<file path="config.mk">
export PLATFORM = sky130hd
export DESIGN_NAME = battery_level_gauge_unit
export DESIGN_NICKNAME = d
export VERILOG_FILES = /design/src/sv/blg_pkg.sv /design/src/sv/blg_divider.sv /design/src/sv/blg_search.sv /design/src/sv/battery_level_gauge_unit.sv
export SDC_FILE = /design/constraint.sdc
export NUM_CORES = 2
export LEC_CHECK = 0
export CAP_MARGIN = 20
export CELL_PAD_IN_SITES_DETAIL_PLACEMENT = 0
export CELL_PAD_IN_SITES_GLOBAL_PLACEMENT = 1
export CORE_UTILIZATION = 40
export DETAILED_ROUTE_END_ITERATION = 6
export DONT_BUFFER_PORTS = 1
export GPL_ROUTABILITY_DRIVEN = 0
export PLACE_DENSITY = 0.71
export RECOVER_POWER = 50
export SYNTH_ARGS = -nofsm -noshare
export SYNTH_HDL_FRONTEND = slang
export SYNTH_SLANG_ARGS = --single-unit
</file>
<file path="constraint.sdc">
create_clock -name clk -period 5.58 [get_ports clk]
set_clock_uncertainty 0.15 [all_clocks]
set_input_delay 0.279 -clock clk [delete_from_list [all_inputs] [get_ports clk]]
set_output_delay 0.279 -clock clk [all_outputs]
set_load 0.005 [all_outputs]
</file>
<file path="src/sv/blg_pkg.sv">
// Shared types and constants of the battery level gauge.
// Used by every module of the block; depends on nothing.
package blg_pkg;

  localparam int TABLE_STEPS = 100;
  localparam int CELL_COUNT  = 4;

  localparam int IDX_W   = $clog2(TABLE_STEPS);
  localparam int CNT_W   = $clog2(TABLE_STEPS + 1);
  localparam int LVL_W   = 7;
  localparam int LEVEL_MAX = 127;
  localparam int SUM_W   = $clog2(CELL_COUNT * LEVEL_MAX + 1);

  localparam int MV_W      = 16;
  localparam int CELL_MV_W = 14;
  localparam int ADC_W     = 11;
  localparam int PROD_W    = ADC_W + MV_W;
  localparam int ADC_SCALE_SH = 10;
  localparam int CELL_MV_MAX  = 9999;

  localparam int DVD_W  = 22;
  localparam int STEP_W = $clog2(DVD_W + 1);
  localparam logic [DVD_W-1:0] REF_NUMERATOR = DVD_W'(2097152);
  localparam logic [MV_W-1:0] SUPPLY_MAX = '1;

  typedef enum logic [1:0] {
    CMD_LOAD = 2'd0,
    CMD_REF  = 2'd1,
    CMD_BATT = 2'd2,
    CMD_NOP  = 2'd3
  } cmd_t;

  typedef struct packed {
    logic              start;
    logic [DVD_W-1:0]  dividend;
    logic [ADC_W-1:0]  divisor;
    logic [STEP_W-1:0] steps;
  } div_req_t;

  typedef struct packed {
    logic             done;
    logic [DVD_W-1:0] quot;
  } div_rsp_t;

  typedef struct packed {
    logic                 start;
    logic [CELL_MV_W-1:0] mv;
    logic                 wr_en;
    logic [IDX_W-1:0]     wr_addr;
    logic [MV_W-1:0]      wr_data;
  } srch_req_t;

  typedef struct packed {
    logic             done;
    logic [LVL_W-1:0] level;
  } srch_rsp_t;

endpackage

</file>
<file path="src/sv/blg_divider.sv">
// Restoring divider, one quotient bit per cycle.
// Depends on blg_pkg for widths and request/response types.
module blg_divider
  import blg_pkg::*;
(
  input  logic     clk,
  input  logic     rst_n,
  input  div_req_t req,
  output div_rsp_t rsp
);

  logic              busy_r;
  logic              done_r;
  logic [STEP_W-1:0] cnt_r;
  logic [DVD_W-1:0]  dvd_r;
  logic [ADC_W-1:0]  dsr_r;
  logic [ADC_W-1:0]  rem_r;
  logic [DVD_W-1:0]  q_r;
  logic [ADC_W:0]    trial;
  logic              ge;

  assign trial = {rem_r, dvd_r[DVD_W-1]};
  assign ge    = trial >= {1'b0, dsr_r};

  always_ff @(posedge clk) begin
    if (!rst_n) begin
      busy_r <= 1'b0;
      done_r <= 1'b0;
      cnt_r  <= '0;
    end else begin
      done_r <= 1'b0;
      if (req.start) begin
        busy_r <= 1'b1;
        cnt_r  <= req.steps;
      end else if (busy_r) begin
        cnt_r <= cnt_r - STEP_W'(1);
        if (cnt_r == STEP_W'(1)) begin
          busy_r <= 1'b0;
          done_r <= 1'b1;
        end
      end
    end
  end

  always_ff @(posedge clk) begin
    if (req.start) begin
      dvd_r <= req.dividend;
      dsr_r <= req.divisor;
      rem_r <= '0;
      q_r   <= '0;
    end else if (busy_r) begin
      rem_r <= ge ? ADC_W'(trial - {1'b0, dsr_r}) : trial[ADC_W-1:0];
      q_r   <= {q_r[DVD_W-2:0], ge};
      dvd_r <= {dvd_r[DVD_W-2:0], 1'b0};
    end
  end

  assign rsp.done = done_r;
  assign rsp.quot = q_r;

endmodule

</file>
<file path="src/sv/blg_search.sv">
// Threshold table memory and the linear walk that finds a charge level.
// Depends on blg_pkg for widths and request/response types.
module blg_search
  import blg_pkg::*;
(
  input  logic      clk,
  input  logic      rst_n,
  input  srch_req_t req,
  output srch_rsp_t rsp
);

  logic [MV_W-1:0]      mem [TABLE_STEPS];
  logic [MV_W-1:0]      rdata_r;
  logic                 busy_r;
  logic                 done_r;
  logic                 chk_vld_r;
  logic [CNT_W-1:0]     issue_r;
  logic [IDX_W-1:0]     chk_r;
  logic [CELL_MV_W-1:0] mv_r;
  logic [LVL_W-1:0]     level_r;
  logic                 hit;
  logic                 last;
  logic                 rd_en;
  logic [CNT_W-1:0]     lvl_full;

  assign hit      = chk_vld_r && (rdata_r <= MV_W'(mv_r));
  assign last     = chk_vld_r && (32'(chk_r) == TABLE_STEPS - 1);
  assign rd_en    = busy_r && !hit && !last && (32'(issue_r) < TABLE_STEPS);
  assign lvl_full = CNT_W'(TABLE_STEPS) - CNT_W'(chk_r);

  always_ff @(posedge clk) begin
    if (req.wr_en) begin
      mem[req.wr_addr] <= req.wr_data;
    end
    if (rd_en) begin
      rdata_r <= mem[issue_r[IDX_W-1:0]];
    end
  end

  always_ff @(posedge clk) begin
    if (!rst_n) begin
      busy_r    <= 1'b0;
      done_r    <= 1'b0;
      chk_vld_r <= 1'b0;
      issue_r   <= '0;
    end else begin
      done_r <= 1'b0;
      if (req.start) begin
        busy_r    <= 1'b1;
        chk_vld_r <= 1'b0;
        issue_r   <= '0;
      end else if (busy_r) begin
        if (hit || last) begin
          busy_r    <= 1'b0;
          done_r    <= 1'b1;
          chk_vld_r <= 1'b0;
        end else begin
          chk_vld_r <= rd_en;
          if (rd_en) begin
            issue_r <= issue_r + CNT_W'(1);
          end
        end
      end
    end
  end

  always_ff @(posedge clk) begin
    if (req.start) begin
      mv_r <= req.mv;
    end
    if (rd_en) begin
      chk_r <= issue_r[IDX_W-1:0];
    end
    if (busy_r && hit) begin
      level_r <= (32'(lvl_full) > LEVEL_MAX) ? LVL_W'(LEVEL_MAX) : LVL_W'(lvl_full);
    end else if (busy_r && last) begin
      level_r <= '0;
    end
  end

  assign rsp.done  = done_r;
  assign rsp.level = level_r;

endmodule

</file>
<file path="src/sv/battery_level_gauge_unit.sv">
// Battery level gauge top level: command sequencer, cell level store, result register.
// Depends on blg_pkg, blg_divider and blg_search.
//
// Usage: one command per input transfer (in_valid/in_stall). A load command writes one
// entry of the descending threshold table, if its index is below 100; a reference
// command sets the supply estimate to 2097152/adc_sample (saturated, div_error on
// zero); a battery command scales the sample by the supply, walks the table for the
// level, stores it for the channel and reports the mean of all cell levels. Every
// command yields one result transfer (out_valid/out_stall).
// A reference command waits on the one-bit-per-cycle divider; a battery command
// waits on the table walk through the single read port of the table memory.
// One command is in work at a time; the next is taken once the result sits in the
// output register, even while the receiver stalls it. A stalled result holds; a
// finished command waits for the output register to free.
// Reset clears the supply estimate, cell levels, mean and output valid; the table
// contents stay undefined until loaded.
module battery_level_gauge_unit
  import blg_pkg::*;
(
  input  logic                 clk,
  input  logic                 rst_n,
  input  logic                 in_valid,
  output logic                 in_stall,
  input  logic [1:0]           in_cmd,
  input  logic [1:0]           in_channel,
  input  logic [6:0]           in_entry_index,
  input  logic [MV_W-1:0]      in_entry_value,
  input  logic [ADC_W-1:0]     in_adc_sample,
  output logic                 out_valid,
  input  logic                 out_stall,
  output logic [MV_W-1:0]      out_supply_mv,
  output logic [CELL_MV_W-1:0] out_cell_mv,
  output logic [LVL_W-1:0]     out_cell_level,
  output logic [LVL_W-1:0]     out_mean_level,
  output logic                 out_div_error
);

  typedef enum logic [6:0] {
    ST_IDLE = 7'b0000001,
    ST_DIV  = 7'b0000010,
    ST_MUL  = 7'b0000100,
    ST_SAT  = 7'b0001000,
    ST_SRCH = 7'b0010000,
    ST_SUM  = 7'b0100000,
    ST_DONE = 7'b1000000
  } state_t;

  state_t               state_r, state_nxt;
  logic [1:0]           chan_r;
  logic [ADC_W-1:0]     adc_r;
  logic [MV_W-1:0]      supply_r;
  logic [PROD_W-1:0]    prod_r;
  logic [CELL_MV_W-1:0] cell_mv_r;
  logic [LVL_W-1:0]     cell_level_r;
  logic [LVL_W-1:0]     mean_r;
  logic                 err_r;
  logic [LVL_W-1:0]     levels_r [CELL_COUNT];

  logic                 out_valid_r;
  logic [MV_W-1:0]      out_supply_r;
  logic [CELL_MV_W-1:0] out_cell_mv_r;
  logic [LVL_W-1:0]     out_cell_level_r;
  logic [LVL_W-1:0]     out_mean_r;
  logic                 out_err_r;

  logic                 in_xfer;
  logic                 out_load;
  logic [PROD_W-ADC_SCALE_SH-1:0] scaled;
  logic [CELL_MV_W-1:0] cell_mv_sat;
  logic [SUM_W-1:0]     level_sum;
  div_req_t             div_req;
  div_rsp_t             div_rsp;
  srch_req_t            srch_req;
  srch_rsp_t            srch_rsp;

  assign in_stall = (state_r != ST_IDLE);
  assign in_xfer  = in_valid && !in_stall;
  assign out_load = (state_r == ST_DONE) && (!out_valid_r || !out_stall);

  assign scaled      = prod_r[PROD_W-1:ADC_SCALE_SH];
  assign cell_mv_sat = (32'(scaled) > CELL_MV_MAX) ? CELL_MV_W'(CELL_MV_MAX)
                                                   : CELL_MV_W'(scaled);

  always_comb begin
    level_sum = '0;
    for (int k = 0; k < CELL_COUNT; k++) begin
      level_sum = level_sum + SUM_W'(levels_r[k]);
    end
  end

  always_comb begin
    div_req = '0;
    if (in_xfer && cmd_t'(in_cmd) == CMD_REF && in_adc_sample != '0) begin
      div_req.start    = 1'b1;
      div_req.dividend = REF_NUMERATOR;
      div_req.divisor  = in_adc_sample;
      div_req.steps    = STEP_W'(DVD_W);
    end
  end

  always_comb begin
    srch_req         = '0;
    srch_req.wr_en   = in_xfer && cmd_t'(in_cmd) == CMD_LOAD
                       && (32'(in_entry_index) < TABLE_STEPS);
    srch_req.wr_addr = in_entry_index[IDX_W-1:0];
    srch_req.wr_data = in_entry_value;
    srch_req.start   = (state_r == ST_SAT);
    srch_req.mv      = cell_mv_sat;
  end

  blg_divider u_div (
    .clk   (clk),
    .rst_n (rst_n),
    .req   (div_req),
    .rsp   (div_rsp)
  );

  blg_search u_srch (
    .clk   (clk),
    .rst_n (rst_n),
    .req   (srch_req),
    .rsp   (srch_rsp)
  );

  always_comb begin
    state_nxt = state_r;
    unique case (state_r)
      ST_IDLE: begin
        if (in_xfer) begin
          unique case (cmd_t'(in_cmd))
            CMD_REF:  state_nxt = (in_adc_sample == '0) ? ST_DONE : ST_DIV;
            CMD_BATT: state_nxt = ST_MUL;
            CMD_LOAD,
            CMD_NOP:  state_nxt = ST_DONE;
          endcase
        end
      end
      ST_DIV:  if (div_rsp.done) state_nxt = ST_DONE;
      ST_MUL:  state_nxt = ST_SAT;
      ST_SAT:  state_nxt = ST_SRCH;
      ST_SRCH: if (srch_rsp.done) state_nxt = ST_SUM;
      ST_SUM:  state_nxt = ST_DONE;
      ST_DONE: if (out_load) state_nxt = ST_IDLE;
      default: state_nxt = ST_IDLE;
    endcase
  end

  always_ff @(posedge clk) begin
    if (!rst_n) begin
      state_r      <= ST_IDLE;
      supply_r     <= '0;
      mean_r       <= '0;
      out_valid_r  <= 1'b0;
      for (int k = 0; k < CELL_COUNT; k++) begin
        levels_r[k] <= '0;
      end
    end else begin
      state_r <= state_nxt;
      if (state_r == ST_SUM) begin
        mean_r <= LVL_W'(level_sum / SUM_W'(CELL_COUNT));
      end
      if (state_r == ST_DIV && div_rsp.done) begin
        supply_r <= (div_rsp.quot[DVD_W-1:MV_W] != '0) ? SUPPLY_MAX
                                                       : div_rsp.quot[MV_W-1:0];
      end
      if (state_r == ST_SRCH && srch_rsp.done) begin
        for (int k = 0; k < CELL_COUNT; k++) begin
          if (32'(chan_r) == k) begin
            levels_r[k] <= srch_rsp.level;
          end
        end
      end
      if (out_load) begin
        out_valid_r <= 1'b1;
      end else if (!out_stall) begin
        out_valid_r <= 1'b0;
      end
    end
  end

  always_ff @(posedge clk) begin
    if (in_xfer) begin
      chan_r       <= in_channel;
      adc_r        <= in_adc_sample;
      cell_mv_r    <= '0;
      cell_level_r <= '0;
      err_r        <= (cmd_t'(in_cmd) == CMD_REF) && (in_adc_sample == '0);
    end
    if (state_r == ST_MUL) begin
      prod_r <= PROD_W'(adc_r) * PROD_W'(supply_r);
    end
    if (state_r == ST_SAT) begin
      cell_mv_r <= cell_mv_sat;
    end
    if (state_r == ST_SRCH && srch_rsp.done) begin
      cell_level_r <= srch_rsp.level;
    end
    if (out_load) begin
      out_supply_r     <= supply_r;
      out_cell_mv_r    <= cell_mv_r;
      out_cell_level_r <= cell_level_r;
      out_mean_r       <= mean_r;
      out_err_r        <= err_r;
    end
  end

  assign out_valid      = out_valid_r;
  assign out_supply_mv  = out_supply_r;
  assign out_cell_mv    = out_cell_mv_r;
  assign out_cell_level = out_cell_level_r;
  assign out_mean_level = out_mean_r;
  assign out_div_error  = out_err_r;

`ifndef ASSERT_OFF
  a_div_done_state: assert property (@(posedge clk) disable iff (!rst_n)
    div_rsp.done |-> (state_r == ST_DIV))
    else $error("divider finished outside a divide phase");

  a_srch_done_state: assert property (@(posedge clk) disable iff (!rst_n)
    srch_rsp.done |-> (state_r == ST_SRCH))
    else $error("table walk finished outside the search phase");

  a_zero_ref: assert property (@(posedge clk) disable iff (!rst_n)
    (in_xfer && in_cmd == CMD_REF && in_adc_sample == '0)
      |=> (err_r && $stable(supply_r) && state_r == ST_DONE))
    else $error("zero reference reading did not flag an error");

  a_mv_sat: assert property (@(posedge clk) disable iff (!rst_n)
    (state_r == ST_SRCH) |-> (32'(cell_mv_r) <= CELL_MV_MAX))
    else $error("cell voltage above saturation limit");
`endif

endmodule

</file>
==> key figures <==
Run status
  • Status: complete, but fails checks
  • Failing checks: capacitance limit, slew limit

STA
  • Unrepaired setup endpoints after global routing: yes
  • Final-report max-slew violation count: 1763
  • # setup viols final: 0
  • Fin worst setup slack: 0.0975 ns
  • Final hold slack: 0.0520 ns
  • Final Critical Period: 5.48 ns
  • Max-slew headroom: -243%
  • Slew @ Worst Pin: 5.14 ns
  • Fin. Hold Viols: 0
  • Tcrit/Tclk final: 98.3%
  • Fmax: 182 MHz

GRT
  • GRT Total Usage: 18.4%
  • Vias in the first global route: 39100
  • Initial antenna violation count: 17
  • Remaining Overflow, GRT: 0
  • First-pass GRT wire length: 267000 microns
  • Pin count of the biggest net entering global routing: 101

Pwr
  • Total Power: 29300 uW
  • PwrDens: 331 nW/um^2
  • Flop pwr share: 53.3%
  • Switching share of power: 21.9%
  • Clk pwr share: 41.9%
  • Comb pwr share: 4.7%
  • Max rail drop VDD: 0.000326 V
  • Internal: 22900 uW
  • Leakage: 0.0293 uW
  • Switching pwr: 6430 uW

Clocking
  • CTS tree: yes
  • CTS Sinks: 1862
  • Bufs on Longest Clock Path: 3
  • Worst-skew pair later-pin latency: 0.81 ns
  • Clk root buf: clkbuf_16
  • Reg clk slew, reported paths: 0.06 ns
  • Total CTS buffers: 187
  • H-tree levels: 4

Logic synthesis
  • Post-synth EDFFs: 1781
  • Post-synthesis adder-cell area fraction: 5.20%
  • Mean area per synthesized cell: 19.2 sq um
  • Asr flop ratio synth: 0%
  • Largest area contributor in the netlist: edfxtp_1
  • Largest family of logic cells by synthesized area: multiplexers
  • Dominant synthesized flop cell: edfxtp_1
  • Synth Area in Compound Gates: 1.96%
  • Synth Area in XOR/XNOR: 0.394%
  • Synth top area cells: edfxtp_1, mux4_2, fa_1, dfxtp_1, ha_1
  • Cell Area, Synth: 77800 sq um
  • Post-synth top cells: edfxtp_1, mux4_2, nor2_1
  • Synth warnings: 0
  • Seq cells post-synth: 1862
  • Post-synthesis instance total: 4044
  • Sequential-to-total area share from yosys stat: 70.8%
  • Syn Nets: 4326
  • Multiplexer share of the synthesized area: 14.8%
  • Synth cell types: 73
  • Simple-gate portion of the synthesized area: 4.59%
  • Cell with the most instances after synthesis: edfxtp_1
  • Area share of the largest cell type after synthesis: 68.8%

Detailed routing
  • Via density: 5.44
  • Vias: 38200
  • ANT nets after route: 0
  • DRT iter0 DRCs: 3504
  • Final WL: 180000 microns
  • Wire per inst: 25.6 microns
  • First-pass DRT Iterations: 6
  • DRC Markers: 0

Worst setup path
  • Critical Path Fanout Max: 5
  • CP Launch Type: flip-flop
  • Arr. time, crit path: 5.92 ns
  • Critical Path Source: adc_r[7]$_DFFE_PP_
  • Reg2Reg Setup Slack: 0.1 ns
  • Worst r2r dst: prod_r[24]$_DFFE_PP_
  • Setup crit end: prod_r[24]$_DFFE_PP_
  • Worst setup path class: reg2reg
  • Nature of the critical path endpoint: flip-flop
  • Worst flop-to-flop path startpoint: adc_r[7]$_DFFE_PP_
  • R2R depth: 18
  • CP Data Required Time: 6.02 ns

Place
  • Final HPWL DP: 108000 microns
  • Pre-CTS WS: 0.00225 ns
  • Port bufs: 0
  • Post-place instance area: 81700 sq um

Floorplan
  • Rows: 161
  • DIE HEIGHT: 443 microns
  • Initial core utilization: 40.3%
  • Die area: 196000 sq um
  • Die W: 443 microns
  • Top Ports: 89
  • Core footprint: 193000 sq um

Job
  • Max_cap viols: 21

Final layout
  • # fillers: 16000
  • Share of layout cells above drive strength 1: 22.3%
  • Area Overhead vs Synth: 13.8%
  • # nets final: 4600
  • Multi-input gate area: 21100 sq um
  • Design area: 88500 sq um
  • Register Area: 55100 sq um
  • Utilization after layout: 45.9%

Min path
  • Worst hold path type: in2reg
## cells in the final DEF, fill, tap and decap left out, types with 57 or more instances in the layout
| cell | n |
|---|---|
| and2_1 | 122 |
| buf_4 | 171 |
| clkbuf_1 | 81 |
| clkbuf_16 | 189 |
| dfxtp_1 | 78 |
| edfxtp_1 | 1781 |
| fa_1 | 139 |
| ha_1 | 97 |
| inv_1 | 199 |
| mux2i_1 | 57 |
| mux4_2 | 486 |
| nand2_1 | 184 |
| nor2_1 | 254 |
## cell type report
type	instances	share of cell area (%)
multi-input combinational	1785	23.9
inverter	206	0.879
tap	2526	3.57
sequential	1862	62.3
clock inverter	111	1.25
timing repair buffer	276	2.57
antenna	11	0.0311
clock buffer	236	5.57
## per-layer routing
metal | vias to the layer above | track usage (%) | share of wire, %
met5 | - | 0 | 0.0061
met4 | 2 | 5.70 | 3.0
met3 | 257 | 2.84 | 6.0
met2 | 1194 | 29.9 | 49
met1 | 20200 | 25.6 | 42
li1 | 16500 | - | -
## worst min-delay path by stage
stage / startpoint / end / slack, ns / depth (start not counted)
after global routing: in_channel[1] / chan_r[1]$_DFFE_PP_ / 0.01 / 1
after global placement: in_adc_sample[1] / adc_r[1]$_DFFE_PP_ / 0.23 / 0
after CTS: in_channel[1] / chan_r[1]$_DFFE_PP_ / 0.009 / 1
after floorplan: in_adc_sample[0] / adc_r[0]$_DFFE_PP_ / 0.23 / 0
after detailed placement: in_adc_sample[1] / adc_r[1]$_DFFE_PP_ / 0.23 / 0
final: in_channel[0] / chan_r[0]$_DFFE_PP_ / 0.05 / 1
## power groups by stage
stage / combinational (uW) / clock, uW / sequential, uW
5_1_grt: 1530 / 13000 / 15600
2_1_floorplan: 903 / 0 / 15800
6_report: 1380 / 12300 / 15600
3_3_place_gp: 1130 / 0 / 15900
4_1_cts: 1430 / 12600 / 15600
3_5_place_dp: 1140 / 0 / 15900
## state kept, by name, indices dropped and copies added, names as in the netlist, 7 cells and up
name            flops
mean_r              7
levels_r           28
out_supply_mv      16
u_srch.level_r      7
cell_mv_r          14
prod_r             17
u_div.rem_r        11
u_div.dsr_r        11
out_cell_level      7
u_srch.mem       1600
supply_r           16
out_mean_level      7
cell_level_r        7
out_cell_mv        14
u_srch.mv_r        14
u_srch.issue_r      7
adc_r              11
u_srch.chk_r        7
u_div.q_r          22
state_r             7
u_srch.rdata_r     16
## cells by family (layout without fill, tap and decap cells)
family                   after synthesis  count (layout)
XOR/XNOR                              35              35
flip-flops                          1862            1862
multiplexers                         544             544
adder cells (fa/ha/maj)              240             240
buffers and inverters                397             829
AO/OA/AOI/OAI                        225             225
other                                  0              11
AND/OR/NAND/NOR                      741             741
## timing repair
| action | CTS | global route |
|---|---|---|
| hold buffers | 65 | 0 |
| setup buffers | 1 | 12 |
| resized for setup | 5 | 38 |
| endpoints found under the setup margin | 5 | 11 |
| pin swaps | 2 | 27 |
| endpoints found under the hold margin | 1881 | 0 |
## metrics by stage
stage | instances | setup TNS, ns
6_report | 7013 | 0
5_1_grt | 7011 | -0.586
4_1_cts | 6991 | 0
3_5_place_dp | 6578 | 0
3_3_place_gp | 6576 | -0.0197
2_1_floorplan | 4044 | 0
## worst max-delay path, stage by stage (launching register included)
cell and delay, ns:
edfxtp_1 0.40, and2_4 0.16, fa_1 0.56, inv_2 0.05
fa_1 0.48, inv_2 0.05, fa_1 0.51, fa_1 0.53
inv_2 0.04, fa_1 0.51, inv_2 0.05, ha_4 0.28
and3_4 0.19, a31oi_4 0.09, o211ai_1 0.40, a21oi_2 0.19
o21bai_4 0.21, nand4_1 0.16, a211oi_2 0.24
Power figures use the tool's default switching activity.
